### src/sv/md5_pkg.sv
// Types, constants and tables shared by the MD5 engine modules.
package md5_pkg;

   localparam int WORD_W   = 32;
   localparam int CNT_W    = 3;
   localparam int IDX_W    = 2;
   localparam int BUF_DEPTH = 16;
   localparam int BUF_AW   = 4;
   localparam int ROUND_W  = 6;
   localparam int LEN_W    = 64;

   localparam logic [CNT_W-1:0] FULL_COUNT = 3'd4;
   localparam logic [7:0]       PAD_MARK   = 8'h80;
   localparam logic [BUF_AW-1:0] LEN_LO_ADDR = 4'd14;
   localparam logic [BUF_AW-1:0] LAST_ADDR   = 4'd15;
   localparam logic [ROUND_W-1:0] LAST_ROUND = 6'd63;
   localparam logic [IDX_W-1:0]  LAST_INDEX = 2'd3;

   localparam logic [WORD_W-1:0] CHAIN_INIT [4] = '{
      32'h67452301, 32'hefcdab89, 32'h98badcfe, 32'h10325476
   };

   localparam logic [WORD_W-1:0] ROUND_K [64] = '{
      32'hd76aa478, 32'he8c7b756, 32'h242070db, 32'hc1bdceee,
      32'hf57c0faf, 32'h4787c62a, 32'ha8304613, 32'hfd469501,
      32'h698098d8, 32'h8b44f7af, 32'hffff5bb1, 32'h895cd7be,
      32'h6b901122, 32'hfd987193, 32'ha679438e, 32'h49b40821,
      32'hf61e2562, 32'hc040b340, 32'h265e5a51, 32'he9b6c7aa,
      32'hd62f105d, 32'h02441453, 32'hd8a1e681, 32'he7d3fbc8,
      32'h21e1cde6, 32'hc33707d6, 32'hf4d50d87, 32'h455a14ed,
      32'ha9e3e905, 32'hfcefa3f8, 32'h676f02d9, 32'h8d2a4c8a,
      32'hfffa3942, 32'h8771f681, 32'h6d9d6122, 32'hfde5380c,
      32'ha4beea44, 32'h4bdecfa9, 32'hf6bb4b60, 32'hbebfbc70,
      32'h289b7ec6, 32'heaa127fa, 32'hd4ef3085, 32'h04881d05,
      32'hd9d4d039, 32'he6db99e5, 32'h1fa27cf8, 32'hc4ac5665,
      32'hf4292244, 32'h432aff97, 32'hab9423a7, 32'hfc93a039,
      32'h655b59c3, 32'h8f0ccc92, 32'hffeff47d, 32'h85845dd1,
      32'h6fa87e4f, 32'hfe2ce6e0, 32'ha3014314, 32'h4e0811a1,
      32'hf7537e82, 32'hbd3af235, 32'h2ad7d2bb, 32'heb86d391
   };

   localparam logic [4:0] ROUND_SHIFT [16] = '{
      5'd7, 5'd12, 5'd17, 5'd22, 5'd5, 5'd9, 5'd14, 5'd20,
      5'd4, 5'd11, 5'd16, 5'd23, 5'd6, 5'd10, 5'd15, 5'd21
   };

   typedef enum logic [3:0] {
      ST_IDLE,
      ST_MARK,
      ST_ZERO,
      ST_LEN_LO,
      ST_LEN_HI,
      ST_PREP,
      ST_ROUND,
      ST_FOLD,
      ST_EMIT
   } state_type;

   typedef enum logic [2:0] {
      WSEL_DATA,
      WSEL_MARK,
      WSEL_ZERO,
      WSEL_LEN_LO,
      WSEL_LEN_HI
   } wsel_type;

   typedef struct packed {
      logic                buf_we;
      logic [BUF_AW-1:0]   buf_waddr;
      wsel_type            wsel;
      logic [BUF_AW-1:0]   buf_raddr;
      logic                len_add;
      logic                load_v;
      logic                round_en;
      logic [ROUND_W-1:0]  round;
      logic                chain_add;
      logic                finish;
      logic [IDX_W-1:0]    out_idx;
   } ctrl_cmd_type;

   // Bytes a request really carries: only the last word may be short.
   function automatic logic [CNT_W-1:0] eff_count(input logic [CNT_W-1:0] cnt,
                                                  input logic last);
      logic [CNT_W-1:0] res;
      res = cnt;
      if (!last || cnt > FULL_COUNT) res = FULL_COUNT;
      return res;
   endfunction

   // Message word used by a given round.
   function automatic logic [BUF_AW-1:0] msg_index(input logic [ROUND_W-1:0] r);
      logic [BUF_AW-1:0] r4;
      logic [BUF_AW-1:0] res;
      r4 = r[3:0];
      case (r[5:4])
         2'd0: res = r4;
         2'd1: res = r4 * 4'd5 + 4'd1;
         2'd2: res = r4 * 4'd3 + 4'd5;
         2'd3: res = r4 * 4'd7;
         default: res = r4;
      endcase
      return res;
   endfunction

endpackage

### src/sv/md5_if.sv
// Request and response channel interfaces of the MD5 engine.
interface md5_req_if import md5_pkg::*; ();
   logic              valid;
   logic              ready;
   logic [WORD_W-1:0] data_word;
   logic [CNT_W-1:0]  byte_count;
   logic              is_last;

   modport source (output valid, data_word, byte_count, is_last, input ready);
   modport sink   (input valid, data_word, byte_count, is_last, output ready);
endinterface

interface md5_rsp_if import md5_pkg::*; ();
   logic              valid;
   logic              ready;
   logic [WORD_W-1:0] digest_word;
   logic [IDX_W-1:0]  word_index;
   logic              last_word;

   modport source (output valid, digest_word, word_index, last_word, input ready);
   modport sink   (input valid, digest_word, word_index, last_word, output ready);
endinterface

### src/sv/md5_ram.sv
// Generic single-write, single-read RAM with registered read data.
module md5_ram #(
   parameter int WIDTH = 32,
   parameter int DEPTH = 16
) (
   input  logic                     clock,
   input  logic                     we,
   input  logic [$clog2(DEPTH)-1:0] waddr,
   input  logic [WIDTH-1:0]         wdata,
   input  logic [$clog2(DEPTH)-1:0] raddr,
   output logic [WIDTH-1:0]         rdata
);

   logic [WIDTH-1:0] mem_ff [DEPTH];
   logic [WIDTH-1:0] rdata_ff;

   always_ff @(posedge clock) begin
      if (we) begin
         mem_ff[waddr] <= wdata;
      end
      rdata_ff <= mem_ff[raddr];
   end

   assign rdata = rdata_ff;

endmodule

### src/sv/md5_ctrl.sv
// Sequencer of the MD5 engine: buffer fill, padding, rounds and digest output.
module md5_ctrl import md5_pkg::*; (
   input  logic         clock,
   input  logic         reset,
   input  logic         req_valid,
   input  logic         req_is_last,
   input  logic [CNT_W-1:0] req_byte_count,
   output logic         req_ready,
   output logic         rsp_valid,
   input  logic         rsp_ready,
   output ctrl_cmd_type cmd
);

   state_type           state_ff, state_in;
   state_type           ret_ff, ret_in;
   logic [BUF_AW-1:0]   k_ff, k_in;
   logic                extra_ff, extra_in;
   logic [ROUND_W-1:0]  round_ff, round_in;
   logic [IDX_W-1:0]    out_idx_ff, out_idx_in;
   logic [CNT_W-1:0]    cnt_eff;
   logic                accept;

   assign cnt_eff = eff_count(req_byte_count, req_is_last);
   assign accept  = (state_ff == ST_IDLE) && req_valid;

   // Next state and return point after a compression.
   always_comb begin
      state_in = state_ff;
      ret_in   = ret_ff;
      case (state_ff)
         ST_IDLE: begin
            if (accept) begin
               if (!req_is_last) begin
                  state_in = ST_IDLE;
               end else if (cnt_eff < FULL_COUNT) begin
                  state_in = ST_ZERO;
               end else begin
                  state_in = ST_MARK;
               end
               if (k_ff == LAST_ADDR) begin
                  ret_in   = state_in;
                  state_in = ST_PREP;
               end
            end
         end
         ST_MARK: begin
            if (k_ff == LAST_ADDR) begin
               ret_in   = ST_ZERO;
               state_in = ST_PREP;
            end else begin
               state_in = ST_ZERO;
            end
         end
         ST_ZERO: begin
            if (!extra_ff && k_ff == LEN_LO_ADDR) begin
               state_in = ST_LEN_LO;
            end else if (k_ff == LAST_ADDR) begin
               ret_in   = ST_ZERO;
               state_in = ST_PREP;
            end
         end
         ST_LEN_LO: state_in = ST_LEN_HI;
         ST_LEN_HI: begin
            ret_in   = ST_EMIT;
            state_in = ST_PREP;
         end
         ST_PREP:  state_in = ST_ROUND;
         ST_ROUND: begin
            if (round_ff == LAST_ROUND) state_in = ST_FOLD;
         end
         ST_FOLD:  state_in = ret_ff;
         ST_EMIT: begin
            if (rsp_ready && out_idx_ff == LAST_INDEX) state_in = ST_IDLE;
         end
         default:  state_in = ST_IDLE;
      endcase
   end

   // Commands to the datapath and handshake outputs.
   always_comb begin
      cmd           = '0;
      cmd.wsel      = WSEL_ZERO;
      cmd.buf_waddr = k_ff;
      cmd.round     = round_ff;
      cmd.out_idx   = out_idx_ff;
      req_ready     = 1'b0;
      rsp_valid     = 1'b0;
      case (state_ff)
         ST_IDLE: begin
            req_ready   = 1'b1;
            cmd.buf_we  = accept;
            cmd.wsel    = WSEL_DATA;
            cmd.len_add = accept;
         end
         ST_MARK: begin
            cmd.buf_we = 1'b1;
            cmd.wsel   = WSEL_MARK;
         end
         ST_ZERO: begin
            cmd.buf_we = extra_ff || (k_ff != LEN_LO_ADDR);
            cmd.wsel   = WSEL_ZERO;
         end
         ST_LEN_LO: begin
            cmd.buf_we = 1'b1;
            cmd.wsel   = WSEL_LEN_LO;
         end
         ST_LEN_HI: begin
            cmd.buf_we = 1'b1;
            cmd.wsel   = WSEL_LEN_HI;
         end
         ST_PREP: begin
            cmd.load_v    = 1'b1;
            cmd.buf_raddr = msg_index('0);
         end
         ST_ROUND: begin
            cmd.round_en  = 1'b1;
            cmd.buf_raddr = msg_index(round_ff + 6'd1);
         end
         ST_FOLD:  cmd.chain_add = 1'b1;
         ST_EMIT: begin
            rsp_valid  = 1'b1;
            cmd.finish = rsp_ready && (out_idx_ff == LAST_INDEX);
         end
         default: ;
      endcase
   end

   // Word pointer, extra-block flag, round and output counters.
   always_comb begin
      k_in       = k_ff;
      extra_in   = extra_ff;
      round_in   = round_ff;
      out_idx_in = out_idx_ff;
      case (state_ff)
         ST_IDLE: begin
            if (accept) begin
               k_in = k_ff + 4'd1;
               if (req_is_last && cnt_eff < FULL_COUNT) extra_in = (k_ff == LEN_LO_ADDR);
            end
         end
         ST_MARK: begin
            k_in     = k_ff + 4'd1;
            extra_in = (k_ff == LEN_LO_ADDR);
         end
         ST_ZERO: begin
            if (extra_ff || k_ff != LEN_LO_ADDR) begin
               k_in = k_ff + 4'd1;
               if (k_ff == LAST_ADDR) extra_in = 1'b0;
            end
         end
         ST_LEN_LO: k_in = k_ff + 4'd1;
         ST_LEN_HI: k_in = k_ff + 4'd1;
         ST_PREP:   round_in = '0;
         ST_ROUND:  round_in = round_ff + 6'd1;
         ST_EMIT: begin
            if (rsp_ready) out_idx_in = out_idx_ff + 2'd1;
         end
         default: ;
      endcase
   end

   always_ff @(posedge clock) begin
      if (reset) begin
         state_ff   <= ST_IDLE;
         ret_ff     <= ST_IDLE;
         k_ff       <= '0;
         extra_ff   <= 1'b0;
         round_ff   <= '0;
         out_idx_ff <= '0;
      end else begin
         state_ff   <= state_in;
         ret_ff     <= ret_in;
         k_ff       <= k_in;
         extra_ff   <= extra_in;
         round_ff   <= round_in;
         out_idx_ff <= out_idx_in;
      end
   end

endmodule

### src/sv/md5_datapath.sv
// MD5 datapath: block buffer, length counter, round unit and chaining words.
module md5_datapath import md5_pkg::*; (
   input  logic              clock,
   input  logic              reset,
   input  ctrl_cmd_type      cmd,
   input  logic [WORD_W-1:0] req_data_word,
   input  logic [CNT_W-1:0]  req_byte_count,
   input  logic              req_is_last,
   output logic [WORD_W-1:0] digest_word,
   output logic [IDX_W-1:0]  word_index,
   output logic              last_word
);

   logic [WORD_W-1:0] chain_ff [4];
   logic [WORD_W-1:0] chain_in [4];
   logic [WORD_W-1:0] va_ff, vb_ff, vc_ff, vd_ff;
   logic [WORD_W-1:0] va_in, vb_in, vc_in, vd_in;
   logic [LEN_W-1:0]  len_ff, len_in;
   logic [LEN_W-1:0]  bit_len;
   logic [CNT_W-1:0]  cnt_eff;
   logic [WORD_W-1:0] data_masked;
   logic [WORD_W-1:0] buf_wdata;
   logic [WORD_W-1:0] buf_rdata;
   logic [WORD_W-1:0] fval, sum, rot;
   logic [2*WORD_W-1:0] dbl;
   logic [WORD_W-1:0] sel_chain;

   assign cnt_eff = eff_count(req_byte_count, req_is_last);
   assign bit_len = {len_ff[LEN_W-4:0], 3'b000};

   // Keep message bytes, put the pad marker right after them in a short word, zero the rest.
   always_comb begin
      for (int i = 0; i < 4; i++) begin
         if (CNT_W'(i) < cnt_eff) begin
            data_masked[8*i +: 8] = req_data_word[8*i +: 8];
         end else if (CNT_W'(i) == cnt_eff) begin
            data_masked[8*i +: 8] = PAD_MARK;
         end else begin
            data_masked[8*i +: 8] = 8'h00;
         end
      end
   end

   always_comb begin
      case (cmd.wsel)
         WSEL_DATA:   buf_wdata = data_masked;
         WSEL_MARK:   buf_wdata = {24'h000000, PAD_MARK};
         WSEL_ZERO:   buf_wdata = '0;
         WSEL_LEN_LO: buf_wdata = bit_len[WORD_W-1:0];
         WSEL_LEN_HI: buf_wdata = bit_len[LEN_W-1:WORD_W];
         default:     buf_wdata = '0;
      endcase
   end

   md5_ram #(
      .WIDTH (WORD_W),
      .DEPTH (BUF_DEPTH)
   ) u_buf (
      .clock (clock),
      .we    (cmd.buf_we),
      .waddr (cmd.buf_waddr),
      .wdata (buf_wdata),
      .raddr (cmd.buf_raddr),
      .rdata (buf_rdata)
   );

   // One MD5 round per cycle.
   always_comb begin
      case (cmd.round[5:4])
         2'd0:    fval = (vb_ff & vc_ff) | (~vb_ff & vd_ff);
         2'd1:    fval = (vd_ff & vb_ff) | (~vd_ff & vc_ff);
         2'd2:    fval = vb_ff ^ vc_ff ^ vd_ff;
         2'd3:    fval = vc_ff ^ (vb_ff | ~vd_ff);
         default: fval = '0;
      endcase
      sum = fval + va_ff + ROUND_K[cmd.round] + buf_rdata;
      dbl = {sum, sum} << ROUND_SHIFT[{cmd.round[5:4], cmd.round[1:0]}];
      rot = dbl[2*WORD_W-1:WORD_W];
   end

   always_comb begin
      va_in = va_ff;
      vb_in = vb_ff;
      vc_in = vc_ff;
      vd_in = vd_ff;
      if (cmd.load_v) begin
         va_in = chain_ff[0];
         vb_in = chain_ff[1];
         vc_in = chain_ff[2];
         vd_in = chain_ff[3];
      end else if (cmd.round_en) begin
         va_in = vd_ff;
         vd_in = vc_ff;
         vc_in = vb_ff;
         vb_in = vb_ff + rot;
      end
   end

   always_comb begin
      chain_in = chain_ff;
      if (cmd.finish) begin
         chain_in = CHAIN_INIT;
      end else if (cmd.chain_add) begin
         chain_in[0] = chain_ff[0] + va_ff;
         chain_in[1] = chain_ff[1] + vb_ff;
         chain_in[2] = chain_ff[2] + vc_ff;
         chain_in[3] = chain_ff[3] + vd_ff;
      end
   end

   always_comb begin
      len_in = len_ff;
      if (cmd.finish) begin
         len_in = '0;
      end else if (cmd.len_add) begin
         len_in = len_ff + LEN_W'(cnt_eff);
      end
   end

   always_ff @(posedge clock) begin
      va_ff <= va_in;
      vb_ff <= vb_in;
      vc_ff <= vc_in;
      vd_ff <= vd_in;
   end

   always_ff @(posedge clock) begin
      if (reset) begin
         chain_ff <= CHAIN_INIT;
         len_ff   <= '0;
      end else begin
         chain_ff <= chain_in;
         len_ff   <= len_in;
      end
   end

   assign sel_chain   = chain_ff[cmd.out_idx];
   assign digest_word = {sel_chain[7:0], sel_chain[15:8], sel_chain[23:16], sel_chain[31:24]};
   assign word_index  = cmd.out_idx;
   assign last_word   = (cmd.out_idx == LAST_INDEX);

endmodule

### src/sv/md5_hash_engine.sv
// Top level of the streaming MD5 digest engine.
//
// Requests carry 1 to 4 message bytes (first byte in bits 7..0) with a byte
// count and a last flag; only the last word of a message may be short, and a
// last word with a count of 0 ends the message without adding bytes (an empty
// message is allowed). A request is taken whenever the engine is idle. Every
// 16th word starts a compression: a load of the working words, 64 rounds at
// one round per cycle in the round unit, and one fold into the chaining
// words; no request is taken meanwhile. After the last word the engine
// writes the pad marker, zero words and the 64-bit bit length into the block
// buffer, one word per cycle outside a compression, with a spare step that
// writes nothing ahead of the length, runs one compression, or two when the
// final block holds 56 or more bytes, and then presents the four digest
// words A, B, C, D on the response channel, byte-swapped so the hex reads as
// the usual MD5 string, word_index 0 to 3 with last_word on D. Each digest
// word waits for rsp.ready; no request is taken until D is delivered, after
// which the engine starts a fresh message. The block buffer is a 16 x 32 RAM
// that needs no clearing after reset.
module md5_hash_engine import md5_pkg::*; (
   input logic     clock,
   input logic     reset,
   md5_req_if.sink req,
   md5_rsp_if.source rsp
);

   ctrl_cmd_type cmd;

   // Sequence fill, padding, rounds and output.
   md5_ctrl u_ctrl (
      .clock          (clock),
      .reset          (reset),
      .req_valid      (req.valid),
      .req_is_last    (req.is_last),
      .req_byte_count (req.byte_count),
      .req_ready      (req.ready),
      .rsp_valid      (rsp.valid),
      .rsp_ready      (rsp.ready),
      .cmd            (cmd)
   );

   // Hold the buffer, the length and the chaining words; run the rounds.
   md5_datapath u_datapath (
      .clock          (clock),
      .reset          (reset),
      .cmd            (cmd),
      .req_data_word  (req.data_word),
      .req_byte_count (req.byte_count),
      .req_is_last    (req.is_last),
      .digest_word    (rsp.digest_word),
      .word_index     (rsp.word_index),
      .last_word      (rsp.last_word)
   );

endmodule

### src/flat_wrapper.sv
// flat-port wrapper written by rule: the top's interface ports become plain ports
module md5_hash_engine_flat import md5_pkg::*;
  (clock, reset, req_valid, req_data_word, req_byte_count, req_is_last, req_ready, rsp_valid, rsp_digest_word, rsp_word_index, rsp_last_word, rsp_ready);
  md5_req_if req_i ();
  md5_rsp_if rsp_i ();
  input logic clock;
  input logic reset;
  input wire logic [$bits(req_i.valid)-1:0] req_valid;
  input wire logic [$bits(req_i.data_word)-1:0] req_data_word;
  input wire logic [$bits(req_i.byte_count)-1:0] req_byte_count;
  input wire logic [$bits(req_i.is_last)-1:0] req_is_last;
  output wire logic [$bits(req_i.ready)-1:0] req_ready;
  output wire logic [$bits(rsp_i.valid)-1:0] rsp_valid;
  output wire logic [$bits(rsp_i.digest_word)-1:0] rsp_digest_word;
  output wire logic [$bits(rsp_i.word_index)-1:0] rsp_word_index;
  output wire logic [$bits(rsp_i.last_word)-1:0] rsp_last_word;
  input wire logic [$bits(rsp_i.ready)-1:0] rsp_ready;
  assign req_i.valid = req_valid;
  assign req_i.data_word = req_data_word;
  assign req_i.byte_count = req_byte_count;
  assign req_i.is_last = req_is_last;
  assign req_ready = req_i.ready;
  assign rsp_valid = rsp_i.valid;
  assign rsp_digest_word = rsp_i.digest_word;
  assign rsp_word_index = rsp_i.word_index;
  assign rsp_last_word = rsp_i.last_word;
  assign rsp_i.ready = rsp_ready;
  md5_hash_engine u_core (.clock(clock), .reset(reset), .req(req_i), .rsp(rsp_i));
endmodule
### config.mk
export PLATFORM = sky130hd
export DESIGN_NAME = md5_hash_engine_flat
export DESIGN_NICKNAME = d
export VERILOG_FILES = /design/src/sv/md5_pkg.sv /design/src/sv/md5_if.sv /design/src/sv/md5_ram.sv /design/src/sv/md5_ctrl.sv /design/src/sv/md5_datapath.sv /design/src/sv/md5_hash_engine.sv /design/src/flat_wrapper.sv
export SDC_FILE = /design/constraint.sdc
export NUM_CORES = 2
export LEC_CHECK = 0
export BUFFER_PORTS_ARGS = -buffer_cell sky130_fd_sc_hd__buf_2
export CORE_MARGIN = 3
export CORE_UTILIZATION = 35
export DETAILED_ROUTE_END_ITERATION = 8
export PLACE_DENSITY = 0.6
export SYNTH_ARGS = -nofsm -noshare
export SYNTH_HDL_FRONTEND = slang
export SYNTH_SLANG_ARGS = --single-unit
### constraint.sdc
create_clock -name clock -period 10.4 [get_ports clock]
set_input_delay 1.04 -clock clock [delete_from_list [all_inputs] [get_ports clock]]
set_output_delay 1.04 -clock clock [all_outputs]
set_load 0.05 [all_outputs]
==> reports/results.tsv <==
stage	metric	value	unit
cts	cts_buffer_depth	3	
timing	min_period	9.801	ns
drt	drc	0	
logic_synthesis	synth_cell_type_count	101	
cts	insertion_delay	0.75	ns
drt	first_iter_violations	3967	
floorplan	die-height	397.0	µm
floorplan	start_util	0.3547	
global_route	grt_pass1_wl	262900	µm
floorplan	rows	142	
cts	root_buffer	clkbuf_16	
power	power.total	0.01421	W
drt	final_antenna_net_count	0	
placed_design	routabilityCongestion	0.9528	
power	ir_drop	0.0002008	V
logic_synthesis	synth_fp_nets	6003	
logic_synthesis	synth-compound-area-share	0.1862	
cells_and_area	final_util	0.3942	
timing	timing.slew.headroom	0.2316	
timing	fin_crit_sh	0.9424	
setup_path	cpLargestDelayFamily	compound AO/OA/AOI/OAI gates	
timing	rsz0062_at_grt	no	
setup_path	slowest_stage	fa_1	
logic_synthesis	synth_area_per_cell	9.481	µm²
global_route	antenna_found_initial	2	
timing	skew	0.08918	ns
power	power.leakage	22.51	nW
logic_synthesis	yosysMostFrequentCell	nand2_1	
cts	cts.sinks	881	
setup_path	critPathKind	reg -> reg	
cells_and_area	syn2layout_area_growth	11.13	%
logic_synthesis	synth_edf_count	640	
logic_synthesis	synthMuxAreaShare	0.03248	
logic_synthesis	ys_seq_area_frac	0.4494	
setup_path	cp.required	10.80	ns
drt	drt_first_pass_iters	6	
cts	cts_tree	yes	
setup_path	critical_path.max_stage_delay	0.57	ns
logic_synthesis	yosys.area_share.adder	0.08451	
timing	timing.setup.tns	0	ns
timing	fmax	0.1020	GHz
drt	drt-total-wl	176100	µm
drt	post_drt_wl_per_cell	22.83	µm
logic_synthesis	async_flop_share	0	
drt	avgViaCountPerCell	5.638	
drt	wl_met3	10020	µm
cts	cts-buffers-inserted	97	
setup_path	cp.buffers_inverters	4	
setup_path	cpMostUsedCell	o21ai_0	
timing	report.final.hold_viol_count	0	
cts	post-cts-setup-buffers	0	
drt	met1_length	77990	µm
timing	hold_slack	0.4648	ns
cts	htreeDepth	3	
floorplan	die_area	157600	µm²
setup_path	cp-end-kind	flop	
cts	clkTransAtPathRegs	0.06	ns
logic_synthesis	yosys.area.top_type_share	0.3592	
logic_synthesis	yosysWarnings	0	
cells_and_area	design_area	59460	µm²
logic_synthesis	syn-instance-count	5643	
run_status	outcome	finished clean	
global_route	track_usage	0.2169	
drt	via_count	43480	
floorplan	ioPinCount	77	
global_route	grt_max_degree	194	
logic_synthesis	synthXorXnorAreaFrac	0.04223	
logic_synthesis	synth_top_family_by_area	compound AO/OA/AOI/OAI gates	
floorplan	core_area	150800	µm²
drt	top_layer_used	met5	
logic_synthesis	ys_top_cells_by_count	nand2_1 (1042), edfxtp_1 (640), a21oi_1 (424)	
drt	route.met2.wl	82950	µm
placed_design	portBuffers	76	
global_route	grt_pass1_vias	40940	
cells_and_area	drive_gt1_frac	0.08411	
logic_synthesis	synthTopCellsByArea	edfxtp_1 (36%), dfxtp_1 (9.0%), nand2_1 (7.3%)	
timing	maxSlewViolCount	0	
placed_design	dpl_cell_area	56310	µm²
setup_path	crit_fanout	11	
timing	setup_viol	0	
global_route	grt_overflow	0	
floorplan	fp.dieW	397.0	µm
logic_synthesis	synth_top_flop_cell	edfxtp_1	
power	p_per_area	238.9	nW/µm²
logic_synthesis	synth_top_area_cell	edfxtp_1	
logic_synthesis	ys_ff_latch	881	
placed_design	dp_hpwl	120400	µm
run	maxCapViolCount	0	
logic_synthesis	syn_area	53500	µm²
cells_and_area	num-nets-final	5970	
logic_synthesis	yosys.area_share.simple	0.1628	
setup_path	arrival	10.20	ns
worst_hold_path	hold_class	reg -> reg	
setup_path	startpoint_type	flop	
timing	worst_pin_slew	1.138	ns
cts	postCtsHoldBufs	0	
worst min-delay path: stages (launching register included):
cell	delay, ns
dfxtp_1	0.31
nand2_1	0.05
a21oi_1	0.05
routing by layer:
layer / track usage / vias up
li1: - / 20440
met1: 0.2961 / 21390
met2: 0.3579 / 1402
met3: 0.02812 / 247
met4: 0.06704 / 2
met5: 0 / -
power by group:
| part | internal, W | leakage, nW | switching [W] |
|---|---|---|---|
| Combinational | 0.00246 | 13.2 | 0.00391 |
| Sequential | 0.00437 | 7.79 | 0.000119 |
| Clock | 0.00186 | 1.50 | 0.00149 |
| Total | 0.00869 | 22.5 | 0.00551 |
cells in the final DEF, fill, tap and decap left out, types with 20 or more instances in the layout:
cell type and n:
a211oi_1 197, a21o_1 79, a21oi_1 423, a221o_1 31
a222oi_1 25, a311oi_1 70, a31oi_1 101, and2_1 128
and3_1 24, buf_2 76, buf_4 111, clkbuf_1 35
clkbuf_16 97, dfxtp_1 235, edfxtp_1 640, fa_1 69
ha_1 248, inv_1 248, mux2i_1 72, mux4_2 38
nand2_1 1038, nand2b_1 70, nand3_1 130, nand4_1 25
nor2_1 307, nor2b_1 45, nor3_1 70, o2111ai_1 33
o211ai_1 66, o21a_1 36, o21ai_0 262, o21bai_1 20
or3_1 28, xnor2_1 153, xor2_1 103
path summary, 6_finish.rpt:
kind	end	slack, ns	cells past startpoint	start
setup / recovery	u_core.u_datapath.vb_ff[30]	0.60	40	u_core.u_ctrl.round_ff[0]
hold / removal	u_core.u_ctrl.ret_ff[1]	0.46	2	u_core.u_ctrl.ret_ff[1]
setup reg to reg	u_core.u_datapath.vb_ff[30]	0.60	40	u_core.u_ctrl.round_ff[0]
hold reg to reg	u_core.u_ctrl.ret_ff[1]	0.46	2	u_core.u_ctrl.ret_ff[1]
state kept, by name (all words and copies together), names as in the netlist:
signal and cells:
u_core.u_ctrl.extra_ff 1, u_core.u_ctrl.k_ff 4, u_core.u_ctrl.out_idx_ff 2, u_core.u_ctrl.ret_ff 3, u_core.u_ctrl.round_ff 6, u_core.u_ctrl.state_ff 4, u_core.u_datapath.chain_ff 128, u_core.u_datapath.len_ff 61
u_core.u_datapath.u_buf.mem_ff 512, u_core.u_datapath.u_buf.rdata 32, u_core.u_datapath.va_ff 32, u_core.u_datapath.vb_ff 32, u_core.u_datapath.vc_ff 32, u_core.u_datapath.vd_ff 32
cell families after synthesis:
kind of cell | after synthesis
flip-flops | 881
AO/OA/AOI/OAI | 1518
AND/OR/NAND/NOR | 1963
buffers and inverters | 579
adder cells (fa/ha/maj) | 320
XOR/XNOR | 258
multiplexers | 124
through the flow:
stage                     std cells  setup slack, ns
after CTS                      7711           0.5043
after global routing           7711         0.008347
after global placement         7527           0.5578
after floorplan                5643            1.519
after detailed placement       7527           0.5902
final                          7712           0.5987
final cells by class:
cell class / instances / area [µm²]
Fill cell: 14710 / 91390
Multi-Input combinational cell: 4183 / 27460
Tap cell: 2016 / 2522
Timing Repair Buffer: 194 / 1345
Inverter: 253 / 954.7
Clock inverter: 40 / 390.4
Antenna cell: 1 / 2.502
Sequential cell: 881 / 24060
Clock buffer: 144 / 2724
what timing repair did:
action                                  4_1_cts  5_1_grt
hold endpoints to repair                      0        0
endpoints found under the setup margin        0        4
resized for setup                             0       11
Note: power is estimated with default switching activity, not from simulation.
